`config.mk`:
```
export PLATFORM = sky130hd
export DESIGN_NAME = gti_stage
export DESIGN_NICKNAME = d
export VERILOG_FILES = /design/src/rtl/gti_stage.sv
export SDC_FILE = /design/constraint.sdc
export NUM_CORES = 1
export LEC_CHECK = 0
export ABC_AREA = 0
export BUFFER_PORTS_ARGS = -buffer_cell sky130_fd_sc_hd__buf_2
export CAP_MARGIN = 5
export CORE_AREA = 8 8 45 47
export DETAILED_ROUTE_END_ITERATION = 16
export DIE_AREA = 0 0 53 55
export GPL_ROUTABILITY_DRIVEN = 0
export SYNTH_ARGS = -nofsm -noshare
export SYNTH_HDL_FRONTEND = slang
export SYNTH_SLANG_ARGS = --single-unit
```
`constraint.sdc`:
```
create_clock -name aclk -period 1.7 [get_ports aclk]
set_input_delay 0.085 -clock aclk [delete_from_list [all_inputs] [get_ports aclk]]
set_output_delay 0.085 -clock aclk [all_outputs]
set_load 0.02 [all_outputs]
```
`src/rtl/gti_stage.sv`:
```
module gti_stage #(
    parameter int W = 8
) (
    input  logic         aclk,
    input  logic         aresetn,
    input  logic         in_valid,
    output logic         in_ready,
    input  logic [W-1:0] in_data,
    output logic         out_valid,
    input  logic         out_ready,
    output logic [W-1:0] out_data
);
    logic         valid_reg;
    logic [W-1:0] data_reg;

    // pipeline register, advances when downstream slot frees
    assign in_ready  = !valid_reg || out_ready;
    assign out_valid = valid_reg;
    assign out_data  = data_reg;

    always_ff @(posedge aclk) begin
        if (!aresetn) begin
            valid_reg <= 1'b0;
        end else if (in_ready) begin
            valid_reg <= in_valid;
        end
    end

    always_ff @(posedge aclk) begin
        if (in_ready && in_valid) begin
            data_reg <= in_data;
        end
    end
endmodule

```
After elaboration in Yosys (flattened, before gate mapping). Cells that the tools add are included.

Reductions and logical operators: 3.

Operators by type and width (count): 1-bit logical AND (1); 1-bit zero test (1); 1-bit logical OR (1).

Register bits after elaboration: 9. Input port bits: 12. Output and inout bits: 10. Word-level logic and storage cells: 5.

Longest topological paths before layout. Gate-level depths: netlist of the first run.

Depth in word-level cells: 3. Gate-level depth with buffers: 2.

Worst setup path before layout of the first run. Ideal clock, no wire load.

Path kind: reg2reg. From: register valid_reg, in the netlist out_valid. To: register data_reg[0], in the netlist out_data[0], enable pin. Arrival: 0.788 ns. Slack: 0.664 ns. Cell stages (with the launch flop): 3. Buffers on the path: 0. Clock period less this slack: 1.036 ns. Cells stage by stage: dfxtp_1 > nand2b_4 > and2_4.

Word-level cells in the longest chain between the ends: 3.

RTL lines: from (decl) (RTL line 13) `logic valid_reg;`; from (signal assigned) (RTL line 25) `valid_reg <= in_valid;`; 1-bit zero test (RTL line 17) `assign in_ready = !valid_reg || out_ready;`; 1-bit logical OR (RTL line 17); named net in_ready (RTL line 7) `output logic in_ready,`; 1-bit logical AND (RTL line 30) `if (in_ready && in_valid) begin`; to (signal assigned) (RTL line 31) `data_reg <= in_data;`; to (decl) (RTL line 14) `logic [W-1:0] data_reg;`.

The timed path passes the listed nets, and every way through them passes these cells. A chain may end at the register's enable or synchronous reset.

Final worst setup path of the first run.
From: register valid_reg, in the netlist out_valid. To: output port in_ready.

Word-level cells in the longest chain between the ends: 2.

RTL lines (RTL line): 1-bit zero test (17); 1-bit logical OR (17); to (decl) (7).

Every way passes these cells.

==> qor.csv, run 1 <==
metric,value,unit
status,"finished, final reports clean",
CTS Buf Count,3,
htree depth,1,
DR vias,222,
Die W,53,um
Clock Path Buffers,2,
hold path endpoint,out_data[2],
Total Routed Length,751,um
HP Start,in_data[2],
Switch Pwr,0.000104,W
Gate power share,14.1,%
Int Pwr,0.000379,W
Final setup viols,0,
critical path required time,1.62,ns
initial antenna violation count,0,
part of the cycle the worst path needs,54.9,%
"Distinct cells, synth",6,
f_max,1.07,GHz
CP max FO,3,
Synth top area share,80.7,%
Initial Util,21.5,%
CTS root buf,clkbuf_4,
Hold Crit Class,in2reg,
share of synthesized registers carrying an async set or reset,0,%
worst hold slack,0.0229,ns
core area,1380,um2
crit start category,register,
Synth Net Count,25,
post_cts resized,0,
PwrDens,931,nW/um2
vias per cell,3.64,
top cell family by delay on the critical path,flip-flops,
Sum Neg Setup Slack,0,ns
Die Area,2920,um2
Max Slew Vio Count,0,
Crit-path slowest cell,dfxtp_1,
Worst R2R Setup Slack,0.80,ns
depth of the worst hold-timing path,1,
Pre-antenna DRT Iters,1,
top-count cell post-synth,edfxtp_1,
Die H,55,um
clk_lat worst skew,0.25,ns
layout cells sized above 1,60.0,%
Synth-to-Final Area Change,74.4,%
nets,58,
input/output buffers,21,
GRT Total Usage,5.73,%
Final Skew,0.000113,ns
CTS tree,done,
Lkg Pwr,0.233,nW
RSZ-0062 raised after global routing,no,
total grt overflow,0,
largest net degree at the start of global routing,9,
number of clock sinks,9,
crit-path cells,"nand2b_4, buf_2",
post-route worst setup slack,0.766,ns
CP Class,reg2out,
crit end category,primary output,
reg2reg end,out_data[1],
Seq pwr share,53.7,%
Sw Ratio,21.5,%
cell area after layout,519,um2
leading area contributor after synthesis,edfxtp_1,
Avg WL per Cell,12.3,um
Mapped Cells,13,
Max VDD drop,414,uV
first-pass GRT wire length,1080,um
"Avg Cell Area, Syn",22.9,um2
Seq cells post-synth,9,
Period minus WS final,0.934,ns
Final ANT Viol Nets,0,
clock network power share,32.2,%
dpl ws,0.797,ns
post-synthesis sequential area ratio,87.4,%
Final Hold Fails,0,
Area contributors post-synth,"edfxtp_1 81%, dfxtp_1 6.7%, nand2b_4 4.6%, a21boi_2 3.8%, and2_4 2.9%",
Worst-Margin Slew,0.134,ns
YS warnings,0,
relative slew slack,91.1,%
vias in the first global route,255,
IO Count,22,
Post-DP Area,423,um2
Clock transition at path regs,0.06,ns
Worst Path Arrival,0.85,ns
CP Buf/Inv Count,1,
DR DRC count,0,
drt initial violations,0,
synthesized area,298,um2
Post-synth EDFFs,8,
Synth Flop Type,edfxtp_1,
n_diodes,0,
Reg2Reg Depth,2,
reg2reg start,out_valid,
row count,14,
max-cap viol count,0,
"Largest stage delay, worst path",0.37,ns
==> kinds of logic after synthesis <==
group,count (synthesis),synth area share (%)
and+or+nand+nor,2,7.56
buffers and inverters,1,1.26
AOI/OAI and AO/OA,1,3.78
DFF,9,87.4
==> worst max-delay path by stage <==
stage               slack [ns]     endpoint  startpoint  cells past startpoint
floorplan                 0.66  out_data[0]   out_valid                      2
global placement          0.81  out_data[2]   out_valid                      2
detailed placement        0.80  out_data[1]   out_valid                      2
CTS                       0.75     in_ready   out_valid                      2
global route              0.71     in_ready   out_valid                      2
finish                    0.77     in_ready   out_valid                      2
==> routing by layer <==
layer | vias up | routed length [um] | track usage, %
met5 | - | 0 | 0
met3 | 2 | 110 | 5.61
met2 | 22 | 240 | 5.86
met1 | 86 | 386 | 6.39
met4 | 0 | 12 | 5.17
li1 | 112 | - | -
==> worst register-to-register path, stage by stage (launching register included) <==
cell	delay, ns
dfxtp_1	0.33
nand2b_4	0.08
and2_4	0.20
==> per-stage QoR <==
step                      total power [W]  std cells  util (%)
after detailed placement         0.000321         50      30.6
final                            0.000483         61      37.5
after CTS                        0.000486         56      33.9
after global routing             0.000517         61      37.5
after floorplan                  0.000293         13         -
after global placement           0.000320         50      30.6
==> layout by cell type (no fill, tap or decap) <==
| cell type | count |
|---|---|
| a21boi_2 | 1 |
| and2_4 | 1 |
| dfxtp_1 | 1 |
| clkbuf_1 | 1 |
| clkbuf_4 | 3 |
| buf_2 | 21 |
| edfxtp_1 | 8 |
| inv_1 | 1 |
| dlygate4sd3_1 | 7 |
| nand2b_4 | 1 |
==> sequential cells by signal, indices dropped and copies added, names as in the netlist <==
| name | flops |
|---|---|
| out_valid | 1 |
| out_data | 8 |
==> layout make-up <==
class,count,area [um2]
timing repair buffer,28,175
multi-input combinational,3,33.8
sequential,9,260
inverter,1,3.75
tap,16,20.0
clock buffer,4,26.3
fill,135,865
==> power by group through the flow <==
| stage | combinational [W] | sequential [W] | clock (W) |
|---|---|---|---|
| final | 0.0000681 | 0.000260 | 0.000155 |
| after global routing | 0.0000738 | 0.000261 | 0.000183 |
| after CTS | 0.0000604 | 0.000260 | 0.000165 |
| after detailed placement | 0.0000567 | 0.000265 | 0 |
| after global placement | 0.0000558 | 0.000264 | 0 |
| after floorplan | 0.0000118 | 0.000282 | 0 |
==> timing repair <==
action                                 in CTS  in global routing
setup endpoints to repair                   0                  0
endpoints found under the hold margin       2                  5
hold buffers                                2                  5
setup buffers                               0                  0
Power figures use the tool's default switching activity.
==> run 2, diff against run 1 <==
==> constraint.sdc (replaced) <==
create_clock -name aclk -period 0.95 [get_ports aclk]
set_input_delay 0.0475 -clock aclk [delete_from_list [all_inputs] [get_ports aclk]]
set_output_delay 0.0475 -clock aclk [all_outputs]
set_load 0.02 [all_outputs]
==> run 2 against run 1 <==
Compared with the run above: sequential share of layout area down 0.59 points; first-iteration DRC count up 1; cell count up 1.6%; clock-buffer cell count unchanged; clock power up 78%; largest power group unchanged.
==> qor.csv, run 2 (same netlist as run 1, synthesis figures left out) <==
metric,value,unit,change
footprint of the multi-input gates,33.8,um2,unchanged
Clock transition at path regs,0.06,ns,about the same
FF+latch area,264,um2,+1.4%
total power draw,0.000866,W,+79%
Die H,55,um,unchanged
vias per cell,3.53,,-2.9%
status,"finished, final reports clean",,
"Largest stage delay, worst path",0.35,ns,-0.02 ns
CTS tree,done,,
vias in the first global route,253,,-0.78%
Pre-antenna DRT Iters,2,,+1
critical path required time,0.91,ns,-0.71 ns
initial antenna violation count,0,,unchanged
Final Skew,0.000823,ns,+0.000710 ns
Clock Path Buffers,2,,unchanged
Sum Neg Setup Slack,0,ns,unchanged
clk_lat worst skew,0.25,ns,about the same
post-route worst setup slack,0.0481,ns,-0.718 ns
CTS root buf,clkbuf_4,,
CP max FO,8,,+5
Period minus WS final,0.902,ns,
f_max,1.11,GHz,
largest net degree at the start of global routing,9,,unchanged
GRT Total Usage,5.95,%,+0.22 points
Seq pwr share,53.7,%,about the same
DR vias,219,,-1.4%
RSZ-0062 raised after global routing,no,,
Total Routed Length,765,um,+1.9%
number of clock sinks,9,,unchanged
Switch Pwr,0.000185,W,+78%
DR DRC count,0,,unchanged
Worst-Margin Slew,0.113,ns,-0.0206 ns
worst hold slack,0.0326,ns,+0.00968 ns
n_diodes,0,,unchanged
first-pass GRT wire length,1190,um,+9.5%
Crit-path slowest cell,dfxtp_4,,
Die Area,2920,um2,unchanged
post_cts resized,0,,unchanged
crit end category,register,,
Max VDD drop,694,uV,+67%
core area,1380,um2,unchanged
dpl ws,0.0455,ns,-0.751 ns
Synth-to-Final Area Change,79.0,%,
CTS Buf Count,3,,unchanged
Worst Path Arrival,0.86,ns,about the same
IO Count,22,,unchanged
Max Slew Vio Count,0,,unchanged
Final ANT Viol Nets,0,,unchanged
PwrDens,1620,nW/um2,+75%
Initial Util,21.5,%,unchanged
Largest register FFs,8,,unchanged
most frequent cells in the layout,"21 x buf_2, 8 x dlygate4sd3_1, 8 x edfxtp_1",,
Final setup viols,0,,unchanged
Gate power share,14.4,%,+0.3 points
crit-path cells,"nand2b_4, and2_4",,
htree depth,1,,unchanged
Avg WL per Cell,12.3,um,+0.22%
Sw Ratio,21.4,%,-0.12 points
drt initial violations,1,,+1
Fill cells,147,,+8.9%
input/output buffers,21,,unchanged
row count,14,,unchanged
Lkg Pwr,0.238,nW,+2.0%
part of the cycle the worst path needs,94.9,%,
layout cells sized above 1,60.9,%,+0.87 points
nets,59,,+1.7%
Layout Utilization,38.5,%,+0.99 points
Die W,53,um,unchanged
Int Pwr,0.000681,W,+79%
crit start category,register,,
"commonest non-fill, non-tap cell in the layout",buf_2,,
max-cap viol count,0,,unchanged
total grt overflow,0,,unchanged
CP Class,reg2reg,,
Final Hold Fails,0,,unchanged
clock network power share,31.9,%,-0.3 points
Hold Crit Class,in2reg,,
relative slew slack,92.5,%,+1.4 points
-- run 2: layout make-up --
class / count / share of cell area (%)
well taps: 16 / 3.76
clock buffers: 4 / 4.93
repair buffers: 29 / 34.7
multi-input cells: 3 / 6.34
flip-flops and latches: 9 / 49.5
inverters: 1 / 0.704
-- run 2: power by group through the flow --
stage           logic, W  registers [W]  clock network [W]
2_1_floorplan  0.0000213       0.000503                  0
3_5_place_dp    0.000102       0.000474                  0
3_3_place_gp   0.0000998       0.000473                  0
5_1_grt         0.000136       0.000466           0.000310
4_1_cts         0.000127       0.000465           0.000294
6_report        0.000125       0.000465           0.000276
-- run 2: metrics by stage --
stage / area [um2] / cells
2_1_floorplan: 302 / 13
6_report: 533 / 62
3_3_place_gp: 427 / 50
5_1_grt: 533 / 62
3_5_place_dp: 427 / 50
4_1_cts: 533 / 62
-- run 2: worst max-delay path: cells and delay by family (launching register included) --
family / cells / cell delay [ns]
and+or+nand+nor: 2 / 0.27
DFF: 1 / 0.35
-- run 2: path summary, 6_finish.rpt --
path	startpoint	to	slack, ns	cells past startpoint
max reg2reg	out_valid	out_data[3]	0.05	2
min	aresetn	out_valid	0.03	2
max	out_valid	out_data[3]	0.05	2
min reg2reg	out_valid	out_valid	0.50	2
-- run 2: per-layer routing --
layer	vias up	global-route usage, %	part of all wire (%)	wire [um]
li1	113	-	-	-
met1	82	6.23	43	328
met5	-	0	0	0
met2	22	6.84	32	245
met3	2	6.42	24	183
met4	0	3.88	1.0	8
-- run 2: what timing repair did --
item                                   CTS  global route
hold buffers                             8             0
buffers inserted                         0             0
endpoints found under the hold margin    8             0
==> run 3, diff against run 2 <==
==> constraint.sdc (replaced) <==
create_clock -name aclk -period 0.9 [get_ports aclk]
set_input_delay 0.045 -clock aclk [delete_from_list [all_inputs] [get_ports aclk]]
set_output_delay 0.045 -clock aclk [all_outputs]
set_load 0.02 [all_outputs]
==> run 3 against run 2 <==
Compared with the run above: the flow now finishes with violations (negative setup slack); cell count grew 3.2%; worst hold slack got worse by 0.011 ns; register-to-register slack lost 0.05 ns; via count is 5.9% higher; wire length down 2.9%; first-iteration DRC count fell by 100%; cell area is 4.7% higher; clock skew increased by 0.0019 ns; sequential share of layout area decreased by 2.2 points; clock power rose by 5%; global-route usage decreased by 0.50 points; clock-buffer cell count did not move.
==> qor.csv, run 3 (same netlist as run 1, synthesis figures left out) <==
metric,value,unit,change
status,finished with violations,,
failing checks,negative setup slack,,
Layout Utilization,40.3,%,+1.8 points
most frequent cells in the layout,"20 x buf_2, 8 x dlygate4sd3_1, 8 x edfxtp_1",,
depth of the worst hold-timing path,2,,unchanged
cell area after layout,558,um2,+4.7%
Worst R2R Setup Slack,0,ns,-0.05 ns
Initial Util,21.5,%,unchanged
Die W,53,um,unchanged
most used cell along the critical path,buf_6,,
largest net degree at the start of global routing,9,,unchanged
"Largest stage delay, worst path",0.36,ns,about the same
CP max FO,2,,-6
Sum Neg Setup Slack,-0.0510,ns,-0.0510 ns
Lkg Pwr,0.251,nW,+5.7%
critical path required time,0.85,ns,-0.06 ns
reg2reg start,out_valid,,
crit-path cells,"nand2b_4, buf_6, buf_6",,
DR vias,232,,+5.9%
Die H,55,um,unchanged
core area,1380,um2,unchanged
"commonest non-fill, non-tap cell in the layout",buf_2,,
crit end category,primary output,,
PwrDens,1650,nW/um2,+1.8%
Max VDD drop,729,uV,+5.1%
Total Routed Length,743,um,-2.9%
HP Start,aresetn,,
Clock Path Buffers,2,,unchanged
hold path endpoint,out_valid,,
relative slew slack,92.6,%,+0.14 points
vias per cell,3.63,,+2.6%
Max Slew Vio Count,0,,unchanged
htree depth,1,,unchanged
DR DRC count,0,,unchanged
max-cap viol count,0,,unchanged
placed insts,51,,+2.0%
GRT Total Usage,5.46,%,-0.50 points
final std cells w/o fill,64,,+3.2%
first-pass GRT wire length,1130,um,-4.6%
number of clock sinks,9,,unchanged
layout cells sized above 1,62.5,%,+1.6 points
Die Area,2920,um2,unchanged
Post-DP Area,434,um2,+1.8%
Largest register FFs,8,,unchanged
Clock transition at path regs,0.06,ns,about the same
IO Count,22,,unchanged
Synth-to-Final Area Change,87.4,%,
Final ANT Viol Nets,0,,unchanged
Period minus WS final,0.932,ns,
Final Skew,0.00270,ns,+0.00188 ns
part of the cycle the worst path needs,104,%,
CTS tree,done,,
vias in the first global route,257,,+1.6%
drt initial violations,0,,-1
Crit-path slowest cell,dfxtp_4,,
Pre-antenna DRT Iters,1,,-1
n_diodes,0,,unchanged
Reg2Reg Depth,2,,unchanged
initial antenna violation count,0,,unchanged
nets,61,,+3.4%
Final Hold Fails,0,,unchanged
CTS Buf Count,3,,unchanged
input/output buffers,21,,unchanged
Avg WL per Cell,11.6,um,-5.9%
Worst Path Arrival,0.89,ns,+0.03 ns
post-route worst setup slack,-0.0318,ns,-0.0800 ns
clk_lat worst skew,0.25,ns,about the same
reg2reg end,out_data[3],,
CTS root buf,clkbuf_4,,
Hold Crit Class,in2reg,,
Final setup viols,8,,+8
Worst-Margin Slew,0.111,ns,-0.00205 ns
row count,14,,unchanged
f_max,1.07,GHz,
crit start category,register,,
total grt overflow,0,,unchanged
CP Class,reg2out,,
RSZ-0062 raised after global routing,yes,,
run 3: cell type report:
cell class              count  area (um2)
fillers                   138         826
flip-flops and latches      9         264
repair buffers             31         210
multi-input cells           3        33.8
clock buffers               4        26.3
well taps                  16        20.0
inverters                   1        3.75
run 3: repair_timing:
item | CTS | global route
setup buffers | 1 | 0
pin swaps | 0 | 1
endpoints found under the hold margin | 8 | 0
resized for setup | 3 | 0
gates cloned | 0 | 0
endpoints found under the setup margin | 6 | 9
hold buffers | 8 | 0
run 3: metal layers:
layer	vias up	wire length, um	global-route usage (%)
li1	117	-	-
met1	93	378	7.17
met3	0	137	4.01
met2	22	227	6.25
met5	-	0	0
met4	0	0	2.59
run 3: where the power goes:
| part | leakage, nW | total, W | switching (W) | internal, W |
|---|---|---|---|---|
| logic | 0.150 | 0.000141 | 0.0000669 | 0.0000744 |
| clock network | 0.0150 | 0.000291 | 0.000121 | 0.000170 |
| registers | 0.0863 | 0.000491 | 0.00000779 | 0.000483 |
| total | 0.251 | 0.000923 | 0.000196 | 0.000727 |
run 3: through the flow:
step           power, W  worst slack (ns)  hold slack (ns)
2_1_floorplan  0.000554           -0.0598            0.144
3_3_place_gp   0.000607            0.0273            0.225
3_5_place_dp   0.000609            0.0111            0.224
4_1_cts        0.000945           -0.0485           0.0117
5_1_grt        0.000987           -0.0769           0.0201
6_report       0.000923           -0.0318           0.0219
run 3: worst max path at each step:
stage	startpoint	end	slack, ns
after detailed placement	out_valid	out_data[3]	0.01
after CTS	out_valid	in_ready	-0.05
final	out_valid	in_ready	-0.03
after floorplan	out_valid	out_data[0]	-0.06
after global placement	out_valid	out_data[2]	0.03
after global routing	out_valid	in_ready	-0.08
run 3: critical path, delay by kind of cell (launching register included):
kind	cells	cell delay, ns
DFF	1	0.36
buffers and inverters	2	0.23
and+or+nand+nor	1	0.05
